--- src/design/tatc_pkg.sv ---
`timescale 1ns / 1ps
// ----------------------------------------------------------------------------
// Thermistor linearisation package
// Widths, the segment table and the structs passed between pipeline parts.
// ----------------------------------------------------------------------------
package tatc_pkg;

    localparam int SAMPLE_W             = 12;
    localparam int TEMP_W               = 8;
    localparam int ADC_W                = 10;
    localparam int TDIFF_W              = 3;
    localparam int QUOT_W               = 3;
    localparam int NUM_W                = ADC_W + TDIFF_W;
    localparam int SPAN_W               = ADC_W;
    localparam int DIV_W                = (NUM_W > SPAN_W + QUOT_W) ? NUM_W : SPAN_W + QUOT_W;
    localparam int TABLE_ROWS           = 18;
    localparam int TBL_IDX_W            = $clog2(TABLE_ROWS);
    localparam int NUM_SEGMENTS_DEFAULT = 18;

    typedef struct packed {
        logic signed [TEMP_W-1:0] t_hi;
        logic signed [TEMP_W-1:0] t_lo;
        logic [ADC_W-1:0]         a_hi;
        logic [ADC_W-1:0]         a_lo;
    } seg_row_t;

    localparam seg_row_t SEG_TABLE [TABLE_ROWS] = '{
        '{-8'sd15, -8'sd20, 10'd682, 10'd536},
        '{-8'sd10, -8'sd15, 10'd536, 10'd425},
        '{-8'sd5,  -8'sd10, 10'd425, 10'd338},
        '{ 8'sd0,  -8'sd5,  10'd338, 10'd272},
        '{ 8'sd5,   8'sd0,  10'd272, 10'd220},
        '{ 8'sd10,  8'sd5,  10'd220, 10'd179},
        '{ 8'sd15,  8'sd10, 10'd179, 10'd146},
        '{ 8'sd20,  8'sd15, 10'd146, 10'd120},
        '{ 8'sd25,  8'sd20, 10'd120, 10'd100},
        '{ 8'sd30,  8'sd25, 10'd100, 10'd83},
        '{ 8'sd35,  8'sd30, 10'd83,  10'd69},
        '{ 8'sd40,  8'sd35, 10'd69,  10'd58},
        '{ 8'sd45,  8'sd40, 10'd58,  10'd49},
        '{ 8'sd50,  8'sd45, 10'd49,  10'd41},
        '{ 8'sd55,  8'sd50, 10'd41,  10'd35},
        '{ 8'sd60,  8'sd55, 10'd35,  10'd30},
        '{ 8'sd65,  8'sd60, 10'd30,  10'd25},
        '{ 8'sd70,  8'sd65, 10'd25,  10'd22}
    };

    // Product of the segment position and the temperature step.
    typedef struct packed {
        logic [NUM_W-1:0]         num;
        logic [SPAN_W-1:0]        span;
        logic signed [TEMP_W-1:0] t_lo;
        logic                     hit;
    } tatc_prod_t;

    // Interpolation quotient ready for the final add.
    typedef struct packed {
        logic [QUOT_W-1:0]        quot;
        logic signed [TEMP_W-1:0] t_lo;
        logic                     hit;
    } tatc_quot_t;

    // Working state of one divider stage.
    typedef struct packed {
        logic [DIV_W-1:0]         rem;
        logic [QUOT_W-1:0]        quot;
        logic [SPAN_W-1:0]        span;
        logic signed [TEMP_W-1:0] t_lo;
        logic                     hit;
    } div_stage_t;

endpackage

--- src/design/tatc_sample_if.sv ---
`timescale 1ns / 1ps
// ----------------------------------------------------------------------------
// Sample channel
// Valid/ready channel carrying one raw thermistor converter reading a beat.
// ----------------------------------------------------------------------------
interface tatc_sample_if;
    import tatc_pkg::*;

    logic                valid;
    logic                ready;
    logic [SAMPLE_W-1:0] adc_sample;

    modport source (output valid, output adc_sample, input ready);
    modport sink   (input valid, input adc_sample, output ready);
endinterface

--- src/design/tatc_temp_if.sv ---
`timescale 1ns / 1ps
// ----------------------------------------------------------------------------
// Temperature channel
// Valid/ready channel carrying one temperature and its range flag a beat.
// ----------------------------------------------------------------------------
interface tatc_temp_if;
    import tatc_pkg::*;

    logic                     valid;
    logic                     ready;
    logic signed [TEMP_W-1:0] temperature_c;
    logic                     out_of_range;

    modport source (output valid, output temperature_c, output out_of_range, input ready);
    modport sink   (input valid, input temperature_c, input out_of_range, output ready);
endinterface

--- src/design/thermistor_adc_to_temperature.sv ---
`timescale 1ns / 1ps
// ----------------------------------------------------------------------------
// Thermistor converter reading to temperature
// Piecewise-linear linearisation of a battery thermistor sample.
// ----------------------------------------------------------------------------
// The block takes one 12-bit thermistor reading a beat and returns one
// temperature in whole degrees Celsius a beat, in the order the readings came
// in. A new reading can be taken in every clock cycle when the output is not
// held back. A reading passes in order through the register that holds the
// matching segment, the register that holds the product of position and
// temperature step, the stages of the restoring divider that yields one
// quotient bit in each stage, and the final add into the output register.
// Readings above the top of the table, or at or below its bottom, give a
// temperature of zero with the out-of-range flag set. When the output is
// stalled the pipeline fills up and then stops taking readings, and nothing
// inside is lost or repeated. Only the first NUM_SEGMENTS rows of the table
// are searched; a value beyond the table size searches the whole table.
// ----------------------------------------------------------------------------
module thermistor_adc_to_temperature #(
    parameter int NUM_SEGMENTS = tatc_pkg::NUM_SEGMENTS_DEFAULT
) (
    input  logic        clk,
    input  logic        rst_n,
    tatc_sample_if.sink adc,
    tatc_temp_if.source result
);
    import tatc_pkg::*;

    // Handshake between the segment match and the divider.
    logic       prod_valid;
    logic       prod_ready;
    tatc_prod_t prod;

    // Handshake between the divider and the output register.
    logic       quot_valid;
    logic       quot_ready;
    tatc_quot_t quot;

    // Output register.
    logic                     out_valid_reg;
    logic signed [TEMP_W-1:0] temp_reg;
    logic signed [TEMP_W-1:0] temp_next;
    logic                     oor_reg;

    tatc_seg_match #(
        .NUM_SEGMENTS (NUM_SEGMENTS)
    ) u_match (
        .clk       (clk),
        .rst_n     (rst_n),
        .in_valid  (adc.valid),
        .in_ready  (adc.ready),
        .in_sample (adc.adc_sample),
        .out_valid (prod_valid),
        .out_ready (prod_ready),
        .out_prod  (prod)
    );

    tatc_div u_div (
        .clk       (clk),
        .rst_n     (rst_n),
        .in_valid  (prod_valid),
        .in_ready  (prod_ready),
        .in_prod   (prod),
        .out_valid (quot_valid),
        .out_ready (quot_ready),
        .out_quot  (quot)
    );

    // The output register takes a new beat whenever it is empty or its
    // current beat is being taken, so a waiting result blocks the pipeline
    // only until it is handed over.
    assign quot_ready = !out_valid_reg || result.ready;

    // The quotient never exceeds the temperature step of a segment, so the
    // add stays within the eight-bit range.
    always_comb
    begin
        if (quot.hit)
        begin
            temp_next = quot.t_lo + TEMP_W'(quot.quot);
        end
        else
        begin
            temp_next = '0;
        end
    end

    always_ff @(posedge clk or negedge rst_n)
    begin
        if (!rst_n)
        begin
            out_valid_reg <= 1'b0;
        end
        else if (quot_ready)
        begin
            out_valid_reg <= quot_valid;
        end
    end

    always_ff @(posedge clk)
    begin
        if (quot_ready && quot_valid)
        begin
            temp_reg <= temp_next;
            oor_reg  <= !quot.hit;
        end
    end

    assign result.valid         = out_valid_reg;
    assign result.temperature_c = temp_reg;
    assign result.out_of_range  = oor_reg;

    // An in-range result lies within the temperatures that the table covers.
    a_temp_in_table: assert property (@(posedge clk) disable iff (!rst_n)
        (out_valid_reg && !oor_reg) |->
            ((temp_reg >= SEG_TABLE[0].t_lo) &&
             (temp_reg <= SEG_TABLE[TABLE_ROWS-1].t_hi)))
        else $error("in-range temperature outside the table");

    // An out-of-range result always carries a zero temperature.
    a_oor_zero: assert property (@(posedge clk) disable iff (!rst_n)
        (out_valid_reg && oor_reg) |-> (temp_reg == '0))
        else $error("out-of-range result with non-zero temperature");

endmodule

--- src/design/tatc_seg_match.sv ---
`timescale 1ns / 1ps
// ----------------------------------------------------------------------------
// Segment match and multiply
// Stage one finds the first matching segment; stage two forms the product.
// ----------------------------------------------------------------------------
module tatc_seg_match #(
    parameter int NUM_SEGMENTS = tatc_pkg::NUM_SEGMENTS_DEFAULT
) (
    input  logic                          clk,
    input  logic                          rst_n,
    input  logic                          in_valid,
    output logic                          in_ready,
    input  logic [tatc_pkg::SAMPLE_W-1:0] in_sample,
    output logic                          out_valid,
    input  logic                          out_ready,
    output tatc_pkg::tatc_prod_t          out_prod
);
    import tatc_pkg::*;

    localparam int ACTIVE = (NUM_SEGMENTS < TABLE_ROWS) ? NUM_SEGMENTS : TABLE_ROWS;

    logic                 s1_valid_reg;
    logic [SAMPLE_W-1:0]  s1_sample_reg;
    logic [TBL_IDX_W-1:0] s1_idx_reg;
    logic [TBL_IDX_W-1:0] s1_idx_next;
    logic                 s1_hit_reg;
    logic                 s1_hit_next;
    logic                 s1_ready;

    logic                 s2_valid_reg;
    tatc_prod_t           s2_prod_reg;
    tatc_prod_t           s2_prod_next;
    logic                 s2_ready;

    seg_row_t             row;
    logic [ADC_W-1:0]     diff;
    logic [TDIFF_W-1:0]   tdiff;

    assign s2_ready  = !s2_valid_reg || out_ready;
    assign s1_ready  = !s1_valid_reg || s2_ready;
    assign in_ready  = s1_ready;
    assign out_valid = s2_valid_reg;
    assign out_prod  = s2_prod_reg;

    // Walk downwards so that the lowest matching row wins on a shared boundary.
    always_comb
    begin
        s1_idx_next = '0;
        s1_hit_next = 1'b0;
        for (int i = ACTIVE - 1; i >= 0; i--)
        begin
            if ((in_sample > SAMPLE_W'(SEG_TABLE[i].a_lo)) &&
                (in_sample <= SAMPLE_W'(SEG_TABLE[i].a_hi)))
            begin
                s1_idx_next = TBL_IDX_W'(i);
                s1_hit_next = 1'b1;
            end
        end
    end

    always_comb
    begin
        row   = SEG_TABLE[s1_idx_reg];
        diff  = row.a_hi - s1_sample_reg[ADC_W-1:0];
        tdiff = TDIFF_W'(row.t_hi - row.t_lo);
        s2_prod_next.num  = NUM_W'(diff) * NUM_W'(tdiff);
        s2_prod_next.span = row.a_hi - row.a_lo;
        s2_prod_next.t_lo = row.t_lo;
        s2_prod_next.hit  = s1_hit_reg;
    end

    always_ff @(posedge clk or negedge rst_n)
    begin
        if (!rst_n)
        begin
            s1_valid_reg <= 1'b0;
            s2_valid_reg <= 1'b0;
        end
        else
        begin
            if (s1_ready)
            begin
                s1_valid_reg <= in_valid;
            end
            if (s2_ready)
            begin
                s2_valid_reg <= s1_valid_reg;
            end
        end
    end

    always_ff @(posedge clk)
    begin
        if (s1_ready && in_valid)
        begin
            s1_sample_reg <= in_sample;
            s1_idx_reg    <= s1_idx_next;
            s1_hit_reg    <= s1_hit_next;
        end
        if (s2_ready && s1_valid_reg)
        begin
            s2_prod_reg <= s2_prod_next;
        end
    end

    // A match always lies inside the span covered by the searched rows.
    a_hit_in_span: assert property (@(posedge clk) disable iff (!rst_n)
        (s1_valid_reg && s1_hit_reg) |->
            ((s1_sample_reg > SAMPLE_W'(SEG_TABLE[ACTIVE-1].a_lo)) &&
             (s1_sample_reg <= SAMPLE_W'(SEG_TABLE[0].a_hi))))
        else $error("matched sample lies outside the searched segments");

endmodule

--- src/design/tatc_div.sv ---
`timescale 1ns / 1ps
// ----------------------------------------------------------------------------
// Pipelined restoring divider
// Produces one quotient bit per stage, most significant bit first.
// ----------------------------------------------------------------------------
module tatc_div (
    input  logic                 clk,
    input  logic                 rst_n,
    input  logic                 in_valid,
    output logic                 in_ready,
    input  tatc_pkg::tatc_prod_t in_prod,
    output logic                 out_valid,
    input  logic                 out_ready,
    output tatc_pkg::tatc_quot_t out_quot
);
    import tatc_pkg::*;

    logic       st_valid_reg [QUOT_W];
    div_stage_t st_reg       [QUOT_W];
    div_stage_t st_next      [QUOT_W];
    div_stage_t st_in        [QUOT_W];
    logic       st_vin       [QUOT_W];
    logic       st_ready     [QUOT_W];

    assign in_ready       = st_ready[0];
    assign out_valid      = st_valid_reg[QUOT_W-1];
    assign out_quot.quot  = st_reg[QUOT_W-1].quot;
    assign out_quot.t_lo  = st_reg[QUOT_W-1].t_lo;
    assign out_quot.hit   = st_reg[QUOT_W-1].hit;

    always_comb
    begin
        st_in[0].rem  = DIV_W'(in_prod.num);
        st_in[0].quot = '0;
        st_in[0].span = in_prod.span;
        st_in[0].t_lo = in_prod.t_lo;
        st_in[0].hit  = in_prod.hit;
        st_vin[0]     = in_valid;
    end

    for (genvar s = 0; s < QUOT_W; s++)
    begin : g_stage
        localparam int SH = QUOT_W - 1 - s;

        logic [DIV_W-1:0] divisor;

        if (s > 0)
        begin : g_link
            assign st_in[s]  = st_reg[s-1];
            assign st_vin[s] = st_valid_reg[s-1];
        end

        if (s == QUOT_W - 1)
        begin : g_last
            assign st_ready[s] = !st_valid_reg[s] || out_ready;
        end
        else
        begin : g_mid
            assign st_ready[s] = !st_valid_reg[s] || st_ready[s+1];
        end

        assign divisor = DIV_W'(st_in[s].span) << SH;

        always_comb
        begin
            st_next[s] = st_in[s];
            if (st_in[s].rem >= divisor)
            begin
                st_next[s].rem      = st_in[s].rem - divisor;
                st_next[s].quot[SH] = 1'b1;
            end
        end

        always_ff @(posedge clk or negedge rst_n)
        begin
            if (!rst_n)
            begin
                st_valid_reg[s] <= 1'b0;
            end
            else if (st_ready[s])
            begin
                st_valid_reg[s] <= st_vin[s];
            end
        end

        always_ff @(posedge clk)
        begin
            if (st_ready[s] && st_vin[s])
            begin
                st_reg[s] <= st_next[s];
            end
        end
    end

    // After the last bit the remainder is below the divisor for a real segment.
    a_rem_below_span: assert property (@(posedge clk) disable iff (!rst_n)
        (st_valid_reg[QUOT_W-1] && st_reg[QUOT_W-1].hit) |->
            (st_reg[QUOT_W-1].rem < DIV_W'(st_reg[QUOT_W-1].span)))
        else $error("divider remainder not below the segment span");

endmodule
--- src/flat_wrapper.sv ---
// flat-port wrapper written by rule: the top's interface ports become plain ports
module thermistor_adc_to_temperature_flat import tatc_pkg::*;
#(
    parameter int NUM_SEGMENTS = tatc_pkg::NUM_SEGMENTS_DEFAULT
)
  (clk, rst_n, adc_valid, adc_adc_sample, adc_ready, result_valid, result_temperature_c, result_out_of_range, result_ready);
  tatc_sample_if adc_i ();
  tatc_temp_if result_i ();
  input  logic clk;
  input  logic rst_n;
  input wire logic [$bits(adc_i.valid)-1:0] adc_valid;
  input wire logic [$bits(adc_i.adc_sample)-1:0] adc_adc_sample;
  output wire logic [$bits(adc_i.ready)-1:0] adc_ready;
  output wire logic [$bits(result_i.valid)-1:0] result_valid;
  output wire logic [$bits(result_i.temperature_c)-1:0] result_temperature_c;
  output wire logic [$bits(result_i.out_of_range)-1:0] result_out_of_range;
  input wire logic [$bits(result_i.ready)-1:0] result_ready;
  assign adc_i.valid = adc_valid;
  assign adc_i.adc_sample = adc_adc_sample;
  assign adc_ready = adc_i.ready;
  assign result_valid = result_i.valid;
  assign result_temperature_c = result_i.temperature_c;
  assign result_out_of_range = result_i.out_of_range;
  assign result_i.ready = result_ready;
  thermistor_adc_to_temperature #(.NUM_SEGMENTS(NUM_SEGMENTS)) u_core (.clk(clk), .rst_n(rst_n), .adc(adc_i), .result(result_i));
endmodule
--- config.mk ---
export PLATFORM = sky130hd
export DESIGN_NAME = thermistor_adc_to_temperature_flat
export DESIGN_NICKNAME = d
export VERILOG_FILES = /design/src/design/tatc_pkg.sv /design/src/design/tatc_sample_if.sv /design/src/design/tatc_temp_if.sv /design/src/design/thermistor_adc_to_temperature.sv /design/src/design/tatc_seg_match.sv /design/src/design/tatc_div.sv /design/src/flat_wrapper.sv
export SDC_FILE = /design/constraint.sdc
export NUM_CORES = 1
export LEC_CHECK = 0
export BUFFER_PORTS_ARGS = -buffer_cell sky130_fd_sc_hd__buf_4
export CELL_PAD_IN_SITES_DETAIL_PLACEMENT = 2
export CELL_PAD_IN_SITES_GLOBAL_PLACEMENT = 2
export CORE_MARGIN = 1.5
export CORE_UTILIZATION = 30
export DETAILED_ROUTE_END_ITERATION = 16
export GPL_TIMING_DRIVEN = 0
export PLACE_DENSITY = 0.62
export SLEW_MARGIN = 10
export SYNTH_ARGS = -nofsm -noshare
export SYNTH_HDL_FRONTEND = slang
export SYNTH_SLANG_ARGS = --single-unit
--- constraint.sdc ---
create_clock -name clk -period 6.5 [get_ports clk]
set_input_delay 0.325 -clock clk [delete_from_list [all_inputs] [get_ports clk]]
set_output_delay 0.325 -clock clk [all_outputs]
set_load 0.05 [all_outputs]
# Yosys cells after proc, flatten, opt, wreduce, memory -nomap -nowiden
# Memories as Yosys holds them, arrays and structs flattened.
# Index checks and enable logic that the tools add are counted.
[totals]
inputBits = 16
elab_cells = 143
out_inout_bits = 11
ram_bits = 105
register_bits = 63
romBits = 1152
memories = 2
[memory_table]
columns = ["name", "words", "width", "read_ports", "rd_clocked_by_memory_dff", "wr", "line_no", "rtl"]
rows = [
  ["(name not given)", 32, 36, 1, 0, 0, "tatc_seg_match.sv:63", "row = SEG_TABLE[s1_idx_reg];"],
  ["u_core.u_div.st_reg", 3, 35, 3, 0, 3, "tatc_div.sv:19", "div_stage_t st_reg [QUOT_W];"],
]
[op_classes]
n_reduce_logical = 42
mux = 31
addsub = 7
n_lt_le_gt_ge = 40
mul = 1
bitwise_logic = 1
[op_table]
columns = ["op", "n"]
rows = [
  ["$mux W31", 2],
  ["$gt A12 B6 Y1 const B", 4],
  ["$gt A12 B7 Y1 const B", 4],
  ["$le A12 B6 Y1 const B", 4],
  ["$le A12 B7 Y1 const B", 4],
  ["$gt A12 B5 Y1 const B", 3],
  ["$gt A12 B8 Y1 const B", 3],
  ["$gt A12 B9 Y1 const B", 3],
  ["$le A12 B8 Y1 const B", 3],
  ["$le A12 B9 Y1 const B", 3],
  ["$mux W4", 8],
  ["$mux W13", 2],
  ["$le A12 B10 Y1 const B", 2],
  ["$le A12 B5 Y1 const B", 2],
  ["$logic_and A1 B1 Y1", 24],
  ["$sub A10 B10 Y10", 2],
  ["$reduce_or A17 Y1", 1],
  ["$reduce_or A16 Y1", 1],
  ["$mux W14", 1],
  ["$ge A13 B10 Y1", 1],
  ["$ge A13 B11 Y1", 1],
  ["$ge A13 B12 Y1", 1],
  ["$mul A10 B3 Y13", 1],
  ["$sub A13 B10 Y13", 1],
  ["16 further kinds", 41],
]

# Depth between registers and ports, before layout
# Gate-level depths: netlist (run 1).
[depth]
word_depth = 19
ltp_mapped = 24
ltp_nobuf = 22

# Hierarchy
# From an unflattened synthesis (run 1), not the netlist that was laid out.
[unflattened]
hier_cells = 852
area_unflattened_um2 = 9063.7
[by_module_without_submodules]
columns = ["module", "seq_area_each_um2", "instances", "area_each_um2", "cells_each"]
rows = [
  ["tatc_seg_match", 1491.4, 1, 4404.2, 490],
  ["tatc_div", 2447.3, 1, 4117.7, 317],
  ["thermistor_adc_to_temperature", 295.3, 1, 541.8, 45],
]

# Worst setup path after synthesis (run 1)
# OpenSTA, ideal clock, no wires.
[synth_path]
path_kind = "register to register"
from = "register u_core.u_match.s1_idx_reg[0]"
to = "register u_core.u_match.s2_prod_reg, in the netlist u_core.u_match.out_prod[31], data pin"
setup_ns = 0.275
required_ns = 6.225
path_stages_with_launch = 22
path_slack_ns = 1.296
period_less_slack_ns = 5.204
t_arrival_ns = 4.929
cell_sequence = "edfxtp_1 clkbuf_1 inv_1 ha_1 clkbuf_1 nor2_1 a21oi_1 o21ai_0 o21a_1 ha_1 nor2b_1 o31ai_1 a21boi_0 nand2b_1 fa_1 inv_1 fa_1 a21o_1 a21oi_1 o21ai_0 o41ai_1 o21ai_0"
[synth_rtl]
columns = ["item", "line_no", "rtl"]
rows = [
  ["start, declared", "tatc_seg_match.sv:24", "logic [TBL_IDX_W-1:0] s1_idx_reg;"],
  ["start signal, assigned", "tatc_seg_match.sv:97", "s1_idx_reg <= s1_idx_next;"],
  ["end signal, assigned", "tatc_seg_match.sv:102", "s2_prod_reg <= s2_prod_next;"],
  ["end, declared", "tatc_seg_match.sv:31", "tatc_prod_t s2_prod_reg;"],
]

==> impl_metrics.tcl, run 1 <==
set metrics [dict create \
    clkPwrFrac_pct 21.6 \
    postPlaceCellArea_um2 9650 \
    cap_violations 0 \
    netSwitchingFraction_pct 37.2 \
    synthSimpleGateAreaFrac_pct 15.2 \
    hold_path_class "in2reg" \
    fin_crit_ns 5.99 \
    worst_ep_arrival_time_ns 6.17 \
    cellPowerDensity_nw_per_um2 432 \
    grt_pass1_vias 6866 \
    synth_most_common_cell "edfxtp_1" \
    synth_top_family_by_area "simple AND/OR/NAND/NOR gates" \
    ys_types 68 \
    required_ns 6.68 \
    drive_gt1_share_pct 10.3 \
    drt_iter0_drc 204 \
    cts_sinks 142 \
    clkTransAtPathRegs_ns 0.07 \
    ant_nets 0 \
    yosysWarnings 0 \
    synth_ff_type "edfxtp_1" \
    netlist.top_cell.by_area "edfxtp_1" \
    grt_pass1_wl_um 37200 \
    rrSetupSlack_ns 0.51 \
    die_x_um 176 \
    synth_edf_count 136 \
    nFillCells 3186 \
    place_congestion 0.775 \
    antenna_cells 0 \
    maxSlewViolCount 0 \
    num_io_pins 27 \
    synth_fp_nets 944 \
    area.growth.synth_to_final_pct 14.5 \
    die_area_um2 30900 \
    synth_top_area_share_pct 45.6 \
    hold_violations 0 \
    post-place-cells 1253 \
    synth.mux.area_fraction_pct 1.77 \
    largest_register_ffs 79 \
    firstDrtPassIters 4 \
    power_switching_w 0.00165 \
    combPwrFrac_pct 43.4 \
    cts.path.max_buffers 2 \
    regArea_um2 4230 \
    htreeDepth 4 \
    clk_latency_ns 0.44 \
    end_kind "flop" \
    vias 6314 \
    dp_hpwl_um 17600 \
    track_usage_pct 15.5 \
    nNetsFinal 993 \
    final_cells 1289 \
    ys_top_cells_by_area "edfxtp_1, ha_1, fa_1" \
    synth_area_per_cell_um2 10.7 \
    antenna_found_initial 0 \
    path_max_fanout 8 \
    skew_ns 0.0100 \
    die_h_um 176 \
    grt_overflow 0 \
    portBuffers 26 \
    grt_max_degree 35 \
    synthAdderAreaFrac_pct 14.0 \
    synth_compound_area_share_pct 13.3 \
    num_rows 63 \
    cts-root-buf "clkbuf_16" \
    status "complete, no violations" \
    path_class "reg2reg" \
    fin_area_um2 10300 \
    ir_drop_mv 0.201 \
    max_clock_freq_mhz 167 \
    synth_xor_area_share_pct 4.20 \
    rsz0062_at_grt "false" \
    p_leak_nw 4.09 \
    timing.final.crit_share_pct 92.1 \
    start_util_pct 30.3 \
    core_area_um2 29600 \
    holdWs_ns 0.0736 \
    post-route-drc-count 0 \
    synth_commonest_cells "edfxtp_1, ha_1, inv_1, nand2_1, nor2_1" \
    synth_area_um2 8960 \
    synth-seq-cells 142 \
    wirelength_um 22300 \
    cts_made_buffers 17 \
    max_slew_margin_pct 29.3 \
    syn_inst 837 \
    viasPerCell 4.90 \
    cp-start-kind "flop" \
    post_drt_wl_per_cell_um 17.3 \
    pwr-share-seq_pct 35.0 \
    internal_power_w 0.00278 \
    tritoncts "yes" \
    multiInputGateArea_um2 4360 \
    ys_seq_area_share_pct 47.2 \
    worst_pin_slew_ns 1.03 \
    setup_viol 0 \
    async_flop_share_pct 4.23 \
]
-- worst max-delay path, cell delays in order (launching register included) --
cell and delay (ns):
edfxtp_1 0.43, clkbuf_1 0.40, clkinvlp_4 0.18, ha_1 0.29, clkbuf_1 0.31, nor2_1 0.13
a21oi_1 0.15, o21ai_0 0.10, o21a_1 0.30, fa_1 0.45, a21o_1 0.19, a21oi_1 0.24
o21ai_0 0.18, o41ai_1 0.34, xnor2_1 0.26, nand2b_1 0.13, fa_1 0.49, inv_1 0.04
ha_1 0.25, nor3_1 0.18, o21ai_0 0.14, a31o_2 0.25, a21oi_1 0.18, xnor2_1 0.08
-- routing by layer --
| metal | vias up | part of all wire, % | global-route usage, % |
|---|---|---|---|
| li1 | 3114 | - | - |
| met1 | 3108 | 45 | 18.7 |
| met2 | 68 | 52 | 28.1 |
| met3 | 24 | 1.7 | 2.47 |
| met4 | 0 | 1.5 | 4.63 |
| met5 | - | 0 | 0 |
-- logic make-up after synthesis --
logic type / count (synthesis)
fa+ha+maj: 91
buf+inv: 100
simple gates: 264
compound gates: 182
flops: 142
xor+xnor: 43
mux: 15
-- final timing paths --
kind	end	cells past startpoint	from
worst max register to register	u_core.u_match.out_prod[30]$_DFFE_PP_	23	u_core.u_match.s1_idx_reg[0]$_SDFFCE_PP0P_
worst min register to register	u_core.u_div.st_reg[0][6]$_DFFE_PP_	0	u_core.u_match.out_prod[6]$_DFFE_PP_
worst max-delay path	u_core.u_match.out_prod[30]$_DFFE_PP_	23	u_core.u_match.s1_idx_reg[0]$_SDFFCE_PP0P_
max in group asynchronous	u_core.u_div.out_valid$_DFFE_PN0P_	2	rst_n
worst min-delay path	u_core.u_match.s1_sample_reg[7]$_DFFE_PP_	1	adc_adc_sample[7]
min in group asynchronous	u_core.u_match.out_valid$_DFFE_PN0P_	2	rst_n
-- area by class of cell --
type	instances	share of cell area (%)
clock buffer	18	4.18
timing repair buffer	30	2.22
clock inverter	14	1.39
sequential	142	41.2
tap	390	4.75
multi-input combinational	595	42.4
buffer	26	1.05
inverter	74	2.74
-- metrics by stage --
step | utilization, % | TNS [ns] | power, W | setup WS, ns
floorplan | - | 0 | 0.00296 | 1.30
global placement | 32.6 | -0.0354 | 0.00343 | -0.0354
detailed placement | 32.6 | -0.0347 | 0.00350 | -0.0347
CTS | 34.6 | 0 | 0.00450 | 0.0367
global route | 34.7 | 0 | 0.00480 | 0.100
finish | 34.7 | 0 | 0.00443 | 0.514
-- layout by cell type (no fill, tap or decap), types with 5 or more instances in the layout --
cell,n
fa_1,15
nand3_1,16
o31ai_1,6
edfxtp_1,136
nor2b_1,29
dfrtp_1,6
o211ai_1,11
nand2b_1,26
xor2_1,16
ha_1,76
mux2i_1,8
a21oi_1,42
nor2_1,56
buf_4,30
mux2_2,7
nand4_1,5
o21ai_0,45
a211oi_1,7
clkinvlp_4,5
clkbuf_1,17
xnor2_1,27
and2_1,7
nor3_1,21
a31oi_1,6
nand2_1,63
or2_2,9
clkbuf_16,17
o21a_1,14
inv_1,71
a21o_1,11
-- power groups by stage --
stage	Sequential (W)	Combinational [W]	Clock (W)
after floorplan	0.00155	0.00141	0
after global placement	0.00156	0.00187	0
after detailed placement	0.00157	0.00193	0
after CTS	0.00156	0.00196	0.000983
after global routing	0.00158	0.00220	0.00102
final	0.00155	0.00192	0.000958
-- what timing repair did --
item	4_1_cts	5_1_grt
endpoints found under the setup margin	2	3
hold buffers	1	0
resized for setup	1	4
endpoints found under the hold margin	6	0
cloned	0	0
setup buffers	0	3
Power figures use the tool's default switching activity.
==> run 2, diff against run 1 <==
--- a/config.mk
+++ b/config.mk
@@ -6,13 +6,13 @@
 export NUM_CORES = 1
 export LEC_CHECK = 0
 export BUFFER_PORTS_ARGS = -buffer_cell sky130_fd_sc_hd__buf_4
-export CELL_PAD_IN_SITES_DETAIL_PLACEMENT = 2
-export CELL_PAD_IN_SITES_GLOBAL_PLACEMENT = 2
+export CELL_PAD_IN_SITES_DETAIL_PLACEMENT = 1
+export CELL_PAD_IN_SITES_GLOBAL_PLACEMENT = 1
 export CORE_MARGIN = 1.5
 export CORE_UTILIZATION = 30
 export DETAILED_ROUTE_END_ITERATION = 16
 export GPL_TIMING_DRIVEN = 0
-export PLACE_DENSITY = 0.62
+export PLACE_DENSITY = 0.54
 export SLEW_MARGIN = 10
 export SYNTH_ARGS = -nofsm -noshare
 export SYNTH_HDL_FRONTEND = slang
==> impl_metrics.tcl, run 2 (same netlist as run 1, synthesis figures left out) <==
set metrics [dict create \
    status "complete, no violations" \
    wirelength_um 19500 \
    final_cell_mix "edfxtp_1, ha_1, inv_1" \
    hold_end "u_core.u_match.s1_sample_reg[4]$_DFFE_PP_" \
    clkTransAtPathRegs_ns 0.08 \
    fin_crit_ns 5.92 \
    cts.path.max_buffers 2 \
    grt_pass1_vias 6304 \
    path_class "reg2reg" \
    max_clock_freq_mhz 169 \
    cpPeakStageDelay_ns 0.49 \
    drt_iter0_drc 225 \
    hold_path_class "in2reg" \
    largest_register_ffs 79 \
    end_kind "flop" \
    cts_made_buffers 17 \
    path_max_fanout 12 \
    worst_pin_slew_ns 0.936 \
    cts-root-buf "clkbuf_16" \
    worst-r2r-cell-count 23 \
    setup-tns-final_ns 0 \
    hold_violations 0 \
    worstPathCellList "clkbuf_1 -> inv_1 -> ha_1 -> clkbuf_1 -> nor2_1 -> a21oi_1 -> o21ai_0 -> o21a_1 -> fa_1 -> a21o_1 -> a21oi_1 -> o21ai_0 -> o41ai_1 -> xnor2_1 -> nand2b_1 -> fa_1 -> inv_1 -> ha_1 -> nor3_1 -> o21ai_0 -> a31o_2 -> a21oi_1 -> xnor2_1" \
    skew_ns 0.0149 \
    core_area_um2 29600 \
    viasPerCell 4.74 \
    num_io_pins 27 \
    vias 6108 \
    whs_path_depth 1 \
    rrSetupSlack_ns 0.58 \
    rsz0062_at_grt "false" \
    area.growth.synth_to_final_pct 14.7 \
    required_ns 6.67 \
    cp-start-kind "flop" \
    final_common_cell "edfxtp_1" \
    cap_violations 0 \
    die_h_um 176 \
    p_leak_nw 4.10 \
    dp_hpwl_um 15500 \
    start_util_pct 30.3 \
    cellPowerDensity_nw_per_um2 424 \
    antenna_cells 0 \
    crit-reg2reg-launch "u_core.u_match.s1_idx_reg[0]$_SDFFCE_PP0P_" \
    setup_viol 0 \
    die_x_um 176 \
    slowest_stage "fa_1" \
    grt_pass1_wl_um 32500 \
    htreeDepth 4 \
    num_rows 63 \
    r2r-end "u_core.u_match.out_prod[30]$_DFFE_PP_" \
    timing.final.crit_share_pct 91.2 \
    nNetsFinal 992 \
    maxSlewViolCount 0 \
    place_congestion 0.841 \
    antenna_found_initial 0 \
    die_area_um2 30900 \
    portBuffers 26 \
    worst_ep_arrival_time_ns 6.09 \
    post_drt_wl_per_cell_um 15.2 \
    max_slew_margin_pct 36.0 \
    hp-start "adc_adc_sample[4]" \
    power_w 0.00437 \
    grt_max_degree 35 \
    post-route-drc-count 0 \
    cts_sinks 142 \
    tritoncts "yes" \
    grt_overflow 0 \
    track_usage_pct 13.2 \
    ir_drop_mv 0.198 \
    drive_gt1_share_pct 10.5 \
    ant_nets 0 \
    firstDrtPassIters 4 \
    clk_latency_ns 0.42 \
]
run 2: cell types whose count changed in the layout (fill, tap and decap cells not counted):
| cell | change |
|---|---|
| clkinv_2 | -2 |
| buf_4 | -1 |
| clkinv_4 | -1 |
| clkbuf_1 | -1 |
| inv_8 | +4 |
| clkinv_8 | +5 |
| inv_1 | +1 |
| bufinv_16 | -2 |
| clkinvlp_4 | -2 |
| clkinv_1 | -2 |
run 2: what timing repair did:
item / in CTS / in global routing
buffers inserted: 0 / 2
endpoints found under the hold margin: 6 / 0
endpoints found under the setup margin: 0 / 3
hold buffers: 1 / 0
gates resized for setup: 0 / 4
run 2: layer usage:
metal  part of all wire, %  global-route usage [%]  vias up  routed length [um]
met2                    48                    22.9       66                9460
met4                   1.7                    4.24        0                 333
met3                   1.9                    1.88       21                 366
met1                    48                    16.9     2899                9380
met5                     0                       0        -                   0
li1                      -                       -     3122                   -
run 2: metrics by stage:
step | hold slack, ns | cell area [um2] | std cells | setup WS [ns] | util, %
6_report | 0.0858 | 10300 | 1288 | 0.575 | 34.8
5_1_grt | 0.0727 | 10300 | 1288 | 0.0704 | 34.8
4_1_cts | 0.0647 | 10300 | 1286 | 0.126 | 34.7
3_5_place_dp | 0.143 | 9650 | 1253 | 0.155 | 32.6
3_3_place_gp | 0.140 | 9650 | 1253 | 0.103 | 32.6
2_1_floorplan | 0.0294 | 8960 | 837 | 1.30 | -
run 2: area by class of cell:
cell class / instances / area [um2]
Tap cell: 390 / 488
Fill cell: 3345 / 19300
Timing Repair Buffer: 29 / 220
Inverter: 74 / 278
Multi-Input combinational cell: 595 / 4360
Sequential cell: 142 / 4230
Buffer: 26 / 108
Clock inverter: 15 / 175
Clock buffer: 17 / 425
run 2: how the worst max path moves through the flow:
stage / start / slack (ns) / cells past startpoint / endpoint
6_report: u_core.u_match.s1_idx_reg[0]$_SDFFCE_PP0P_ / 0.58 / 23 / u_core.u_match.out_prod[30]$_DFFE_PP_
3_5_place_dp: u_core.u_match.s1_idx_reg[0]$_SDFFCE_PP0P_ / 0.16 / 21 / u_core.u_match.out_prod[31]$_DFFE_PP_
4_1_cts: u_core.u_match.s1_idx_reg[0]$_SDFFCE_PP0P_ / 0.13 / 21 / u_core.u_match.out_prod[31]$_DFFE_PP_
2_1_floorplan: u_core.u_match.s1_idx_reg[0]$_SDFFCE_PP0P_ / 1.30 / 21 / u_core.u_match.out_prod[31]$_DFFE_PP_
5_1_grt: u_core.u_match.s1_idx_reg[0]$_SDFFCE_PP0P_ / 0.07 / 23 / u_core.u_match.out_prod[30]$_DFFE_PP_
3_3_place_gp: u_core.u_match.s1_idx_reg[0]$_SDFFCE_PP0P_ / 0.10 / 21 / u_core.u_match.out_prod[31]$_DFFE_PP_
run 2: report_power, final:
group          total [W]  internal (W)  switching [W]
Combinational    0.00186      0.000800        0.00106
Clock           0.000967      0.000517       0.000450
Sequential       0.00153       0.00141       0.000121
run 2: critical path, delay by kind of cell, from the launching register on:
kind                     cells  cell delay [ns]
buffers and inverters        4             0.95
flip-flops                   1             0.43
AND/OR/NAND/NOR              3             0.45
adder cells (fa/ha/maj)      4             1.56
XOR/XNOR                     2             0.32
AO/OA/AOI/OAI               10             1.95
